<file path="src/hw/rtl/ttw_pkg.sv">
// Shared types, codes and helper functions of the translation table walker.
package ttw_pkg;

  localparam int PHYS_ADDR_BITS_DEF = 48;
  localparam int ADDR_W = 48;
  localparam int VA_W = 64;
  localparam int DESC_W = 64;
  localparam int IDX_W = 13;

  typedef enum logic {
    CMD_START = 1'b0,
    CMD_DESC  = 1'b1
  } command_t;

  typedef enum logic [1:0] {
    KIND_READ       = 2'd0,
    KIND_DONE       = 2'd1,
    KIND_FAULT      = 2'd2,
    KIND_UNEXPECTED = 2'd3
  } kind_t;

  localparam logic [1:0] CFG_GRANULE = 2'd0;
  localparam logic [1:0] CFG_LEVELS  = 2'd1;
  localparam logic [1:0] CFG_BASE    = 2'd2;

  localparam logic [1:0] GRAN_16K = 2'd1;
  localparam logic [1:0] GRAN_64K = 2'd2;

  localparam logic [1:0] DESC_TABLE = 2'b11;
  localparam logic [1:0] DESC_BLOCK = 2'b01;
  localparam logic [1:0] LAST_LEVEL = 2'd3;

  typedef struct packed {
    logic [1:0]        granule_select;
    logic [2:0]        level_count;
    logic [ADDR_W-1:0] table_base;
  } cfg_t;

  typedef struct packed {
    command_t          command;
    logic [VA_W-1:0]   virtual_address;
    logic [DESC_W-1:0] descriptor;
  } item_t;

  typedef struct packed {
    kind_t             kind;
    logic [ADDR_W-1:0] entry_address;
    logic [1:0]        walk_level;
  } result_t;

  typedef struct packed {
    logic              active;
    logic [1:0]        level;
    logic [VA_W-1:0]   pending;
    logic [ADDR_W-1:0] location;
  } walk_state_t;

  // Table index of the virtual address at a level. Unused granule code means 4 KiB.
  function automatic logic [IDX_W-1:0] entry_index(input logic [VA_W-1:0] va,
                                                   input logic [1:0] gran,
                                                   input logic [1:0] lvl);
    logic [VA_W-1:0]  sh;
    logic [IDX_W-1:0] msk;
    unique case (gran)
      GRAN_16K: begin
        msk = 13'h07FF;
        unique case (lvl)
          2'd0: sh = va >> 47;
          2'd1: sh = va >> 36;
          2'd2: sh = va >> 25;
          2'd3: sh = va >> 14;
        endcase
      end
      GRAN_64K: begin
        msk = 13'h1FFF;
        unique case (lvl)
          2'd0: sh = va >> 55;
          2'd1: sh = va >> 42;
          2'd2: sh = va >> 29;
          2'd3: sh = va >> 16;
        endcase
      end
      default: begin
        msk = 13'h01FF;
        unique case (lvl)
          2'd0: sh = va >> 39;
          2'd1: sh = va >> 30;
          2'd2: sh = va >> 21;
          2'd3: sh = va >> 12;
        endcase
      end
    endcase
    return sh[IDX_W-1:0] & msk;
  endfunction

  // Bits below the page size, cleared from a next-level table address.
  function automatic logic [DESC_W-1:0] page_offset_mask(input logic [1:0] gran);
    logic [DESC_W-1:0] m;
    unique case (gran)
      GRAN_16K: m = 64'h3FFF;
      GRAN_64K: m = 64'hFFFF;
      default:  m = 64'h0FFF;
    endcase
    return m;
  endfunction

endpackage

</file>
<file path="src/hw/rtl/ttw_if.sv">
// Channel interfaces of the translation table walker: item, result and configuration.
interface ttw_item_if;
  logic        valid;
  logic        ready;
  logic        command;
  logic [63:0] virtual_address;
  logic [63:0] descriptor;

  modport source (output valid, command, virtual_address, descriptor, input ready);
  modport sink (input valid, command, virtual_address, descriptor, output ready);
endinterface

interface ttw_result_if;
  logic        valid;
  logic        ready;
  logic [1:0]  result_kind;
  logic [47:0] entry_address;
  logic [1:0]  walk_level;

  modport source (output valid, result_kind, entry_address, walk_level, input ready);
  modport sink (input valid, result_kind, entry_address, walk_level, output ready);
endinterface

interface ttw_cfg_if;
  logic        valid;
  logic        ready;
  logic [1:0]  index;
  logic [47:0] data;

  modport source (output valid, index, data, input ready);
  modport sink (input valid, index, data, output ready);
endinterface

</file>
<file path="src/hw/rtl/translation_table_walker.sv">
// Top level of the translation table walker.
// One request per clock cycle is taken, back to back, while the result side is not stalled;
// each produces exactly one result, which appears on the result port from the result register:
// the input register is loaded at the accepting edge and the result register from it as the
// output advances, around the single step of walk logic. Configuration writes are taken in
// every cycle and belong in idle periods only. A start request answers with the read address
// of the first table entry; each descriptor request then returns the next read, done or fault.
module translation_table_walker import ttw_pkg::*; #(
  parameter int PHYS_ADDR_BITS = PHYS_ADDR_BITS_DEF
) (
  input logic           clk,
  input logic           rst,
  ttw_cfg_if.sink       cfg,
  ttw_item_if.sink      item,
  ttw_result_if.source  result
);

  cfg_t        cfg_regs;
  item_t       item_reg;
  logic        item_valid;
  result_t     result_reg;
  logic        result_valid;
  walk_state_t walk;
  walk_state_t walk_next;
  result_t     step_result;
  logic        advance;
  logic        take;

  assign advance    = !result_valid || result.ready;
  assign item.ready = !item_valid || advance;
  assign take       = item.valid && item.ready;
  assign cfg.ready  = 1'b1;

  always_ff @(posedge clk) begin
    if (rst) begin
      cfg_regs <= '0;
    end else if (cfg.valid) begin
      unique case (cfg.index)
        CFG_GRANULE: cfg_regs.granule_select <= cfg.data[1:0];
        CFG_LEVELS:  cfg_regs.level_count    <= cfg.data[2:0];
        CFG_BASE:    cfg_regs.table_base     <= cfg.data;
        default:     ;
      endcase
    end
  end

  always_ff @(posedge clk) begin
    if (rst) begin
      item_valid <= 1'b0;
    end else if (take) begin
      item_valid <= 1'b1;
    end else if (advance) begin
      item_valid <= 1'b0;
    end
    if (take) begin
      item_reg <= '{command: command_t'(item.command), virtual_address: item.virtual_address,
                    descriptor: item.descriptor};
    end
  end

  ttw_step #(.PHYS_ADDR_BITS(PHYS_ADDR_BITS)) u_step (
    .cfg        (cfg_regs),
    .item       (item_reg),
    .state      (walk),
    .result     (step_result),
    .state_next (walk_next)
  );

  // Walk state moves together with the result register, so the next request sees it.
  always_ff @(posedge clk) begin
    if (rst) begin
      result_valid <= 1'b0;
      walk         <= '0;
    end else if (advance) begin
      result_valid <= item_valid;
      if (item_valid) begin
        walk <= walk_next;
      end
    end
    if (advance && item_valid) begin
      result_reg <= step_result;
    end
  end

  assign result.valid         = result_valid;
  assign result.result_kind   = result_reg.kind;
  assign result.entry_address = result_reg.entry_address;
  assign result.walk_level    = result_reg.walk_level;

endmodule

</file>
<file path="src/hw/rtl/ttw_step.sv">
// One walk step: turns an item and the current walk state into a result and the next state.
module ttw_step import ttw_pkg::*; #(
  parameter int PHYS_ADDR_BITS = PHYS_ADDR_BITS_DEF
) (
  input  cfg_t        cfg,
  input  item_t       item,
  input  walk_state_t state,
  output result_t     result,
  output walk_state_t state_next
);

  localparam logic [63:0] PA_MASK = (64'd1 << PHYS_ADDR_BITS) - 64'd1;

  logic [2:0]        levels;
  logic [1:0]        start_level;
  logic [1:0]        step_level;
  logic [63:0]       base;
  logic [VA_W-1:0]   va_sel;
  logic [IDX_W-1:0]  idx;
  logic [63:0]       sum;
  logic [ADDR_W-1:0] entry;
  logic [1:0]        low_bits;
  logic              descend;

  assign levels      = (cfg.level_count > 3'd4) ? 3'd4 : cfg.level_count;
  assign start_level = 2'(3'd4 - levels);
  assign low_bits    = item.descriptor[1:0];
  assign descend     = (low_bits == DESC_TABLE) && (state.level != LAST_LEVEL);

  // One entry address unit serves both the first and the next-level lookup.
  always_comb begin
    if (item.command == CMD_START) begin
      base       = {16'd0, cfg.table_base} & PA_MASK;
      va_sel     = item.virtual_address;
      step_level = start_level;
    end else begin
      base       = item.descriptor & PA_MASK & ~page_offset_mask(cfg.granule_select);
      va_sel     = state.pending;
      step_level = 2'(state.level + 2'd1);
    end
    idx   = entry_index(va_sel, cfg.granule_select, step_level);
    sum   = (base + {48'd0, idx, 3'b000}) & PA_MASK;
    entry = sum[ADDR_W-1:0];
  end

  always_comb begin
    state_next = state;
    result     = '{kind: KIND_UNEXPECTED, entry_address: '0, walk_level: 2'd0};
    if (item.command == CMD_START) begin
      if (levels == 3'd0) begin
        state_next.active = 1'b0;
        result.kind       = KIND_FAULT;
      end else begin
        state_next = '{active: 1'b1, level: start_level, pending: item.virtual_address,
                       location: entry};
        result     = '{kind: KIND_READ, entry_address: entry, walk_level: start_level};
      end
    end else if (state.active) begin
      if (descend) begin
        state_next.level    = step_level;
        state_next.location = entry;
        result = '{kind: KIND_READ, entry_address: entry, walk_level: step_level};
      end else begin
        state_next.active    = 1'b0;
        result.entry_address = state.location;
        result.walk_level    = state.level;
        result.kind = (low_bits == DESC_TABLE || low_bits == DESC_BLOCK) ? KIND_DONE
                                                                         : KIND_FAULT;
      end
    end
  end

endmodule

</file>
<file path="src/flat_wrapper.sv">
// flat-port wrapper written by rule: the top's interface ports become plain ports
module translation_table_walker_flat import ttw_pkg::*;
#(
  parameter int PHYS_ADDR_BITS = PHYS_ADDR_BITS_DEF
)
  (clk, rst, cfg_valid, cfg_index, cfg_data, cfg_ready, item_valid, item_command, item_virtual_address, item_descriptor, item_ready, result_valid, result_result_kind, result_entry_address, result_walk_level, result_ready);
  ttw_cfg_if cfg_i ();
  ttw_item_if item_i ();
  ttw_result_if result_i ();
  input logic clk;
  input logic rst;
  input wire logic [$bits(cfg_i.valid)-1:0] cfg_valid;
  input wire logic [$bits(cfg_i.index)-1:0] cfg_index;
  input wire logic [$bits(cfg_i.data)-1:0] cfg_data;
  output wire logic [$bits(cfg_i.ready)-1:0] cfg_ready;
  input wire logic [$bits(item_i.valid)-1:0] item_valid;
  input wire logic [$bits(item_i.command)-1:0] item_command;
  input wire logic [$bits(item_i.virtual_address)-1:0] item_virtual_address;
  input wire logic [$bits(item_i.descriptor)-1:0] item_descriptor;
  output wire logic [$bits(item_i.ready)-1:0] item_ready;
  output wire logic [$bits(result_i.valid)-1:0] result_valid;
  output wire logic [$bits(result_i.result_kind)-1:0] result_result_kind;
  output wire logic [$bits(result_i.entry_address)-1:0] result_entry_address;
  output wire logic [$bits(result_i.walk_level)-1:0] result_walk_level;
  input wire logic [$bits(result_i.ready)-1:0] result_ready;
  assign cfg_i.valid = cfg_valid;
  assign cfg_i.index = cfg_index;
  assign cfg_i.data = cfg_data;
  assign cfg_ready = cfg_i.ready;
  assign item_i.valid = item_valid;
  assign item_i.command = item_command;
  assign item_i.virtual_address = item_virtual_address;
  assign item_i.descriptor = item_descriptor;
  assign item_ready = item_i.ready;
  assign result_valid = result_i.valid;
  assign result_result_kind = result_i.result_kind;
  assign result_entry_address = result_i.entry_address;
  assign result_walk_level = result_i.walk_level;
  assign result_i.ready = result_ready;
  translation_table_walker #(.PHYS_ADDR_BITS(PHYS_ADDR_BITS)) u_core (.clk(clk), .rst(rst), .cfg(cfg_i), .item(item_i), .result(result_i));
endmodule
</file>
<file path="config.mk">
export PLATFORM = sky130hd
export DESIGN_NAME = translation_table_walker_flat
export DESIGN_NICKNAME = d
export VERILOG_FILES = /design/src/hw/rtl/ttw_pkg.sv /design/src/hw/rtl/ttw_if.sv /design/src/hw/rtl/translation_table_walker.sv /design/src/hw/rtl/ttw_step.sv /design/src/flat_wrapper.sv
export SDC_FILE = /design/constraint.sdc
export NUM_CORES = 1
export LEC_CHECK = 0
export BUFFER_PORTS_ARGS = -buffer_cell sky130_fd_sc_hd__buf_4
export CORE_UTILIZATION = 49
export CTS_CLUSTER_SIZE = 24
export DETAILED_ROUTE_END_ITERATION = 16
export PLACE_DENSITY_LB_ADDON = 0.1
export SLEW_MARGIN = 20
export SYNTH_ARGS = -nofsm -noshare
export SYNTH_HDL_FRONTEND = slang
export SYNTH_HIERARCHICAL = 1
export SYNTH_SLANG_ARGS = --single-unit
</file>
<file path="constraint.sdc">
create_clock -name clk -period 11.84 [get_ports clk]
set_input_delay 0.592 -clock clk [delete_from_list [all_inputs] [get_ports clk]]
set_output_delay 0.592 -clock clk [all_outputs]
set_load 0.01 [all_outputs]
</file>
==> Yosys cells after proc, flatten, opt, wreduce, memory -nomap -nowiden <==
Index checks and enable logic that the tools add are counted.
{ "classes": {"order_cmp": 1, "bitwise": 5, "addsub": 3, "n_shift": 0, "mux": 28, "div_mod_pow": 0, "mul": 0, "eq_ne": 13, "reduce_logical": 18} }
{ "op_table": {"columns": ["cell", "count"], "rows": [
  ["$mux 48", 5],
  ["$mux 52", 3],
  ["$pmux 13 s4", 3],
  ["$mux 114", 1],
  ["$mux 64", 1],
  ["$pmux 13 s2", 2],
  ["$mux 50", 1],
  ["$add 48x16->48", 1],
  ["$and 48x48->48", 1],
  ["$not 48->48", 1],
  ["$pmux 16 s2", 1],
  ["$and 13x13->13", 1],
  ["$eq 2x2->1 const B", 5],
  ["$mux 3", 3],
  ["$eq 2x1->1 const B", 4],
  ["$mux 2", 4],
  ["$reduce_and 2->1", 4],
  ["$ne 2x2->1 const B", 3],
  ["$reduce_and 5->1", 1],
  ["$logic_not 2->1", 2],
  ["$mux 1", 4],
  ["$reduce_and 4->1", 1],
  ["$gt 3x3->1 const B", 1],
  ["$logic_and 1x1->1", 3],
  ["8 further kinds", 12]
]} }
{ "totals": {"memories": 0, "wordCells": 83, "reg_bits": 335, "out_inout_bits": 55, "latch_bits": 0, "mem_bits_rw": 0, "mem_bits_ro": 0} }

==> Depth between registers and ports, before layout <==
Gate-level depths: netlist of run 1.
{ "logic_depth": {"ltp_word": 12, "depth_mapped": 23, "mapped_depth_nobuf": 21} }

==> By module <==
The synthesis of run 1 kept the hierarchy.
{ "by_module_without_submodules": {"columns": ["module", "seq_area_each_um2", "area_each_um2", "n_inst", "cells_each"], "rows": [
  ["translation_table_walker", 8838.5, 12497.0, 1, 918],
  ["ttw_step", 0.0, 5993.2, 1, 1005]
]} }

==> Worst setup path after synthesis of run 1 <==
OpenSTA, ideal clock, no wires.
{ "synth_timing": {"path_type": "input-to-reg", "from": "input result_ready", "to": "register u_core/item_reg[0] (netlist bit), enable pin", "t_arrival_ns": 6.869, "path_stages": 2, "setup_slack_ns": 4.311, "cell_sequence": "nor2b_4 a21oi_1"} }
{ "synth_between": {"elab_chain_len": 3} }
{ "synth_lines": {"columns": ["item", "line", "rtl"], "rows": [
  ["from (decl)", "flat_wrapper.sv:25", "input wire logic [$bits(result_i.ready)-1:0] result_ready;"],
  ["$logic_or 1x1->1", "translation_table_walker.sv:29", "assign advance = !result_valid || result.ready;"],
  ["$logic_or 1x1->1", "translation_table_walker.sv:30", "assign item.ready = !item_valid || advance;"],
  ["$logic_and 1x1->1", "translation_table_walker.sv:31", "assign take = item.valid && item.ready;"],
  ["net u_core.take", "translation_table_walker.sv:27", "logic take;"],
  ["to (signal assigned)", "translation_table_walker.sv:56", "item_reg <= '{command: command_t'(item.command), virtual_address: item.virtual_address,"],
  ["to (decl)", "translation_table_walker.sv:19", "item_t item_reg;"]
]} }
The timed path passes the listed nets, and every way through them passes these cells.
A chain may end at the register's enable or synchronous reset.

==> metrics, run 1 <==
outcome=finished clean; starting density of the core=0.498; vias=13300; synthesized area per cell=9.27 sq um; hold_buf cts=0; Clk pin slew, worst setup/hold paths=0.07 ns; CP Launch Type=flip-flop; Critical Path RT=12.27 ns; CTS Sinks=301; FMAX=0.160 GHz; Final Critical Period=6.24 ns; unrepaired setup endpoints after global routing=no; WHS=0.242 ns; design area=0.0194 sq mm; Crit Path Max Fanout=57; Final HPWL DP=30900 um; Seq. cell area=0.00746 sq mm; setup TNS=0 ns; Crit path depth=20; slew margin rel.=0.224; area post-placement=0.0183 sq mm; Buf/Inv on CP=3; # IOs=239; RePlAce Congestion=0.884; site row count=67; die area=0.0348 sq mm; WL final=45300 um; syn_nets=2004; post-route ant nets=0; vias in the first global route=12500; detailed-router iteration count before antenna repair=5; CP max stage cell=buf_4; CP endpoint kind=flip-flop; Worst-Skew Late Latency=0.52 ns; Worst Setup EP=u_core/walk[26]$_SDFFE_PP0P_; Residual DRC=0; fin nets=2126; routed vias/inst=5.53; CTS tree=yes; H-tree levels=2; Largest register FFs=103; WP data arrival=6.67 ns; Leakage=7.73 nW; CP delay by family, top=compound AO/OA/AOI/OAI gates; DR iter-0 viols=1092; GRT overflow=0; worst-path cell chain=buf_4 > buf_4 > mux2i_2 > buf_4 > and2_1 > a211oi_1 > a21oi_1 > nand2_1 > a21boi_0 > o31a_1 > ha_1 > a21o_1 > and4_1 > o21ai_1 > a31oi_2 > a21o_1 > a21oi_1 > a21o_1 > nand2b_1 > mux2i_1; Final Power=2.52 mW; Final Max Slew Viols=0; WS Path Type=flip-flop to flip-flop; worst r2r src=u_core/item_reg[128]$_DFFE_PP_; Multi-input gate area=0.00859 sq mm; share of cells above drive strength 1=0.162; area delta synth->final=16.3%; largest net degree at the start of global routing=156; Die Span X=187 um; synth warn=6; Setup Buffers After CTS=0; actual slew at the worst max-slew pin=1.16 ns; Power Density=130 mW/mm^2; r2r setup slk=5.60 ns; RR Endpoint=u_core/walk[26]$_SDFFE_PP0P_; Tot GR Track Use=0.256; first-pass GRT wire length=70400 um; Clock Path Buffers=3; clk_skew=0.0194 ns; Synth Cell Area=0.0167 sq mm; initial antenna violation count=0; Port Buf Inserts=199; clock tree root buffer cell=clkbuf_16; cells resized by post-CTS repair=0; final core utilization=0.579; # diodes=0; max_cap viols=0; final hold viol count=0; fin crit share=0.527; number of setup violations in the final report=0; Cells after Synth=1801; hold crit path type=primary input to flip-flop; core area=0.0335 sq mm; worst reg2reg path depth=20; Fillers=2987; CTS buffer count=35; crit-path max cell delay=0.60 ns; VDD IR max=0.0968 mV; Routed WL per cell=18.9 um; Die Y=187 um; Worst Setup SP=u_core/item_reg[128]$_DFFE_PP_
==> per-stage QoR <==
step                      setup slack (ns)  cells
after global routing                  5.21   2397
after CTS                             5.73   2397
after floorplan                       6.22   1801
final                                 5.60   2397
after global placement                5.80   2334
after detailed placement              5.77   2334
==> cells in the final DEF (no fill, tap or decap), types with 46 or more instances in the layout <==
cell type / instances
mux2i_1: 182
a21oi_1: 114
nand2_1: 375
edfxtp_1: 143
dfxtp_1: 158
nor2_1: 46
nand2b_1: 218
a21o_1: 59
buf_4: 212
==> routing by layer <==
layer / part of all wire / track usage / up-vias / wire [um]
met2: 0.41 / 0.360 / 409 / 18400
met3: 0.066 / 0.0408 / 54 / 3010
met1: 0.51 / 0.407 / 6279 / 23100
met4: 0.017 / 0.0530 / 0 / 767
met5: 0 / 0 / - / 0
li1: - / - / 6522 / -
==> cell type report <==
cell class,instances,share of cell area
Timing Repair Buffer,214,0.0835
Clock inverter,13,0.00650
Multi-Input combinational cell,1357,0.442
Tap cell,448,0.0289
Sequential cell,301,0.384
Clock buffer,50,0.0522
Inverter,14,0.00270
==> worst min path at each step <==
| stage | from | to | slack (ns) | depth (start not counted) |
|---|---|---|---|---|
| 4_1_cts | item_virtual_address[45] | u_core/item_reg[109]$_DFFE_PP_ | 0.23 | 1 |
| 5_1_grt | item_virtual_address[45] | u_core/item_reg[109]$_DFFE_PP_ | 0.23 | 1 |
| 2_1_floorplan | u_core/cfg_regs[10]$_SDFFE_PP0P_ | u_core/cfg_regs[10]$_SDFFE_PP0P_ | 0.43 | 2 |
| 6_report | item_virtual_address[45] | u_core/item_reg[109]$_DFFE_PP_ | 0.24 | 1 |
| 3_5_place_dp | u_core/cfg_regs[7]$_SDFFE_PP0P_ | u_core/cfg_regs[7]$_SDFFE_PP0P_ | 0.44 | 2 |
| 3_3_place_gp | u_core/cfg_regs[6]$_SDFFE_PP0P_ | u_core/cfg_regs[6]$_SDFFE_PP0P_ | 0.44 | 2 |
==> where the power goes <==
group | switching [mW] | internal (mW) | total [mW] | leakage [nW]
clock | 0.433 | 0.642 | 1.08 | 0.551
sequential | 0.0216 | 1.13 | 1.15 | 2.65
combinational | 0.173 | 0.125 | 0.297 | 4.53
(Power assumes the default switching activity.)
==> run 2: changes to the inputs <==
==> constraint.sdc (replaced) <==
create_clock -name clk -period 5.7 [get_ports clk]
set_input_delay 0.285 -clock clk [delete_from_list [all_inputs] [get_ports clk]]
set_output_delay 0.285 -clock clk [all_outputs]
set_load 0.01 [all_outputs]
==> run 2 against run 1 <==
Compared with the run above: critical path depth grew 3; routed wire length grew 7.2%; utilization grew 4.9 points; fmax grew 19%; first-iteration DRC count grew 1.7%; worst setup slack lost 5.1 ns; clock skew grew 0.0098 ns; sequential power grew 110%; global-route usage grew 2.0 points; cell area grew 8.5%; die area is the same.
==> metrics, run 2 (synthesis gave the netlist of run 1 again) <==
# IOs=239; CP Launch Type=flip-flop; starting density of the core=0.498; GRT overflow=0; Fillers=2751; VDD IR max=0.241 mV; final hold viol count=0; Largest register FFs=103; uppermost layer routed=met4; WS Path Type=flip-flop to flip-flop; Tot GR Track Use=0.276; Post-Layout Cell Count=2566; # diodes=0; Leakage=8.50 nW; placed cells=2373; outcome=finished clean; detailed-router iteration count before antenna repair=5; Clk pin slew, worst setup/hold paths=0.06 ns; FMAX=0.191 GHz; WL final=48600 um; Setup Buffers After CTS=0; site row count=67; RePlAce Congestion=0.905; number of setup violations in the final report=0; CP endpoint kind=flip-flop; actual slew at the worst max-slew pin=1.07 ns; slew margin rel.=0.288; Buf/Inv on CP=3; Crit Path Max Fanout=19; most common cell after layout, fill and taps aside=nand2_1; core area=0.0335 sq mm; Critical Path RT=6.09 ns; Die Y=187 um; crit-path max cell delay=0.52 ns; Final Critical Period=5.25 ns; Port Buf Inserts=199; max_cap viols=0; final core utilization=0.629; Die Span X=187 um; Worst Slack Setup Final=0.452 ns; DR iter-0 viols=1111; Metal-1 WL=24200 um; setup TNS=0 ns; vias in the first global route=13400; clk_skew=0.0291 ns; unrepaired setup endpoints after global routing=no; clock tree root buffer cell=clkbuf_16; Multi-input gate area=0.00859 sq mm; Seq. cell area=0.00746 sq mm; Worst-Skew Late Latency=0.55 ns; worst reg2reg path depth=23; CP max stage cell=mux2_2; area delta synth->final=26.2%; Power Density=256 mW/mm^2; Crit path depth=23; initial antenna violation count=0; hold crit path type=primary input to flip-flop; Final HPWL DP=32500 um; CP delay by family, top=compound AO/OA/AOI/OAI gates; post-route ant nets=0; fin crit share=0.921; share of cells above drive strength 1=0.169; CTS tree=yes; Clock Path Buffers=3; CTS buffer count=36; highest-count cells in the layout ignoring fill and taps=nand2_1 (375), buf_4 (248), nand2b_1 (218); Place WS=0.545 ns; cells resized by post-CTS repair=0; fin nets=2294; die area=0.0348 sq mm; first-pass GRT wire length=75300 um; H-tree levels=2; largest net degree at the start of global routing=155; met2 WL post-DR=20200 um; Routed WL per cell=18.9 um; routed vias/inst=5.44; CTS Sinks=301; WHS=0.0222 ns; routed wl met3=3240 um; Residual DRC=0; WHS Path Cells=3; Final Max Slew Viols=0; vias=14000; WP data arrival=5.64 ns; worst-path cell chain=nand2b_1 > ha_1 > mux2_2 > a211oi_1 > nor2_1 > nand2_1 > o21ai_0 > a221oi_1 > a21oi_1 > ha_1 > inv_1 > fa_1 > nor2b_1 > o2111ai_1 > nand2_1 > a21oi_2 > buf_12 > a21oi_1 > xnor2_1 > buf_4 > o21ai_1 > nand2b_1 > mux2i_1
-- run 2: changes by cell type in the layout (fill, tap and decap cells not counted), moves of 2 or more --
cell	delta
clkinvlp_4	-2
buf_4	+36
clkinv_1	-4
clkbuf_8	+5
buf_12	+4
dlygate4sd3_1	+128
-- run 2: tightest hold or removal path, stage by stage --
cell,delay [ns]
buf_4,0.11
nand2_1,0.06
a21oi_1,0.06
-- run 2: final timing paths --
kind | from | endpoint | slack, ns
hold reg to reg | u_core/cfg_regs[5]$_SDFFE_PP0P_ | u_core/cfg_regs[5]$_SDFFE_PP0P_ | 0.45
setup reg to reg | u_core/cfg_regs[50]$_SDFFE_PP0P_ | u_core/walk[29]$_SDFFE_PP0P_ | 0.45
setup / recovery | u_core/cfg_regs[50]$_SDFFE_PP0P_ | u_core/walk[29]$_SDFFE_PP0P_ | 0.45
hold / removal | cfg_data[19] | u_core/cfg_regs[19]$_SDFFE_PP0P_ | 0.02
-- run 2: area by class of cell --
| type | instances | share of cell area |
|---|---|---|
| Multi-Input combinational cell | 1357 | 0.408 |
| Clock inverter | 9 | 0.00410 |
| Tap cell | 448 | 0.0266 |
| Sequential cell | 301 | 0.354 |
| Inverter | 14 | 0.00249 |
| Clock buffer | 56 | 0.0516 |
| Timing Repair Buffer | 381 | 0.154 |
-- run 2: where the power goes --
part / total [mW] / switching (mW) / internal (mW) / leakage [nW]
logic: 0.719 / 0.385 / 0.335 / 5.28
registers: 2.40 / 0.0477 / 2.35 / 2.65
clock network: 2.28 / 0.917 / 1.36 / 0.580
-- run 2: layer usage --
layer  up-vias  global-route usage
li1       6862                   -
met1      6584               0.424
met2       449               0.396
met3        69              0.0425
met4         0              0.0798
met5         -                   0
-- run 2: per-stage QoR --
stage	power, mW	cell area (sq um)
6_report	5.40	21100
5_1_grt	5.58	21100
4_1_cts	5.43	21100
3_5_place_dp	3.08	18600
3_3_place_gp	3.07	18600
2_1_floorplan	2.82	16700
-- run 2: what timing repair did --
item	CTS	global route
setup endpoints to repair	0	0
hold buffers	128	0
hold endpoints to repair	128	0
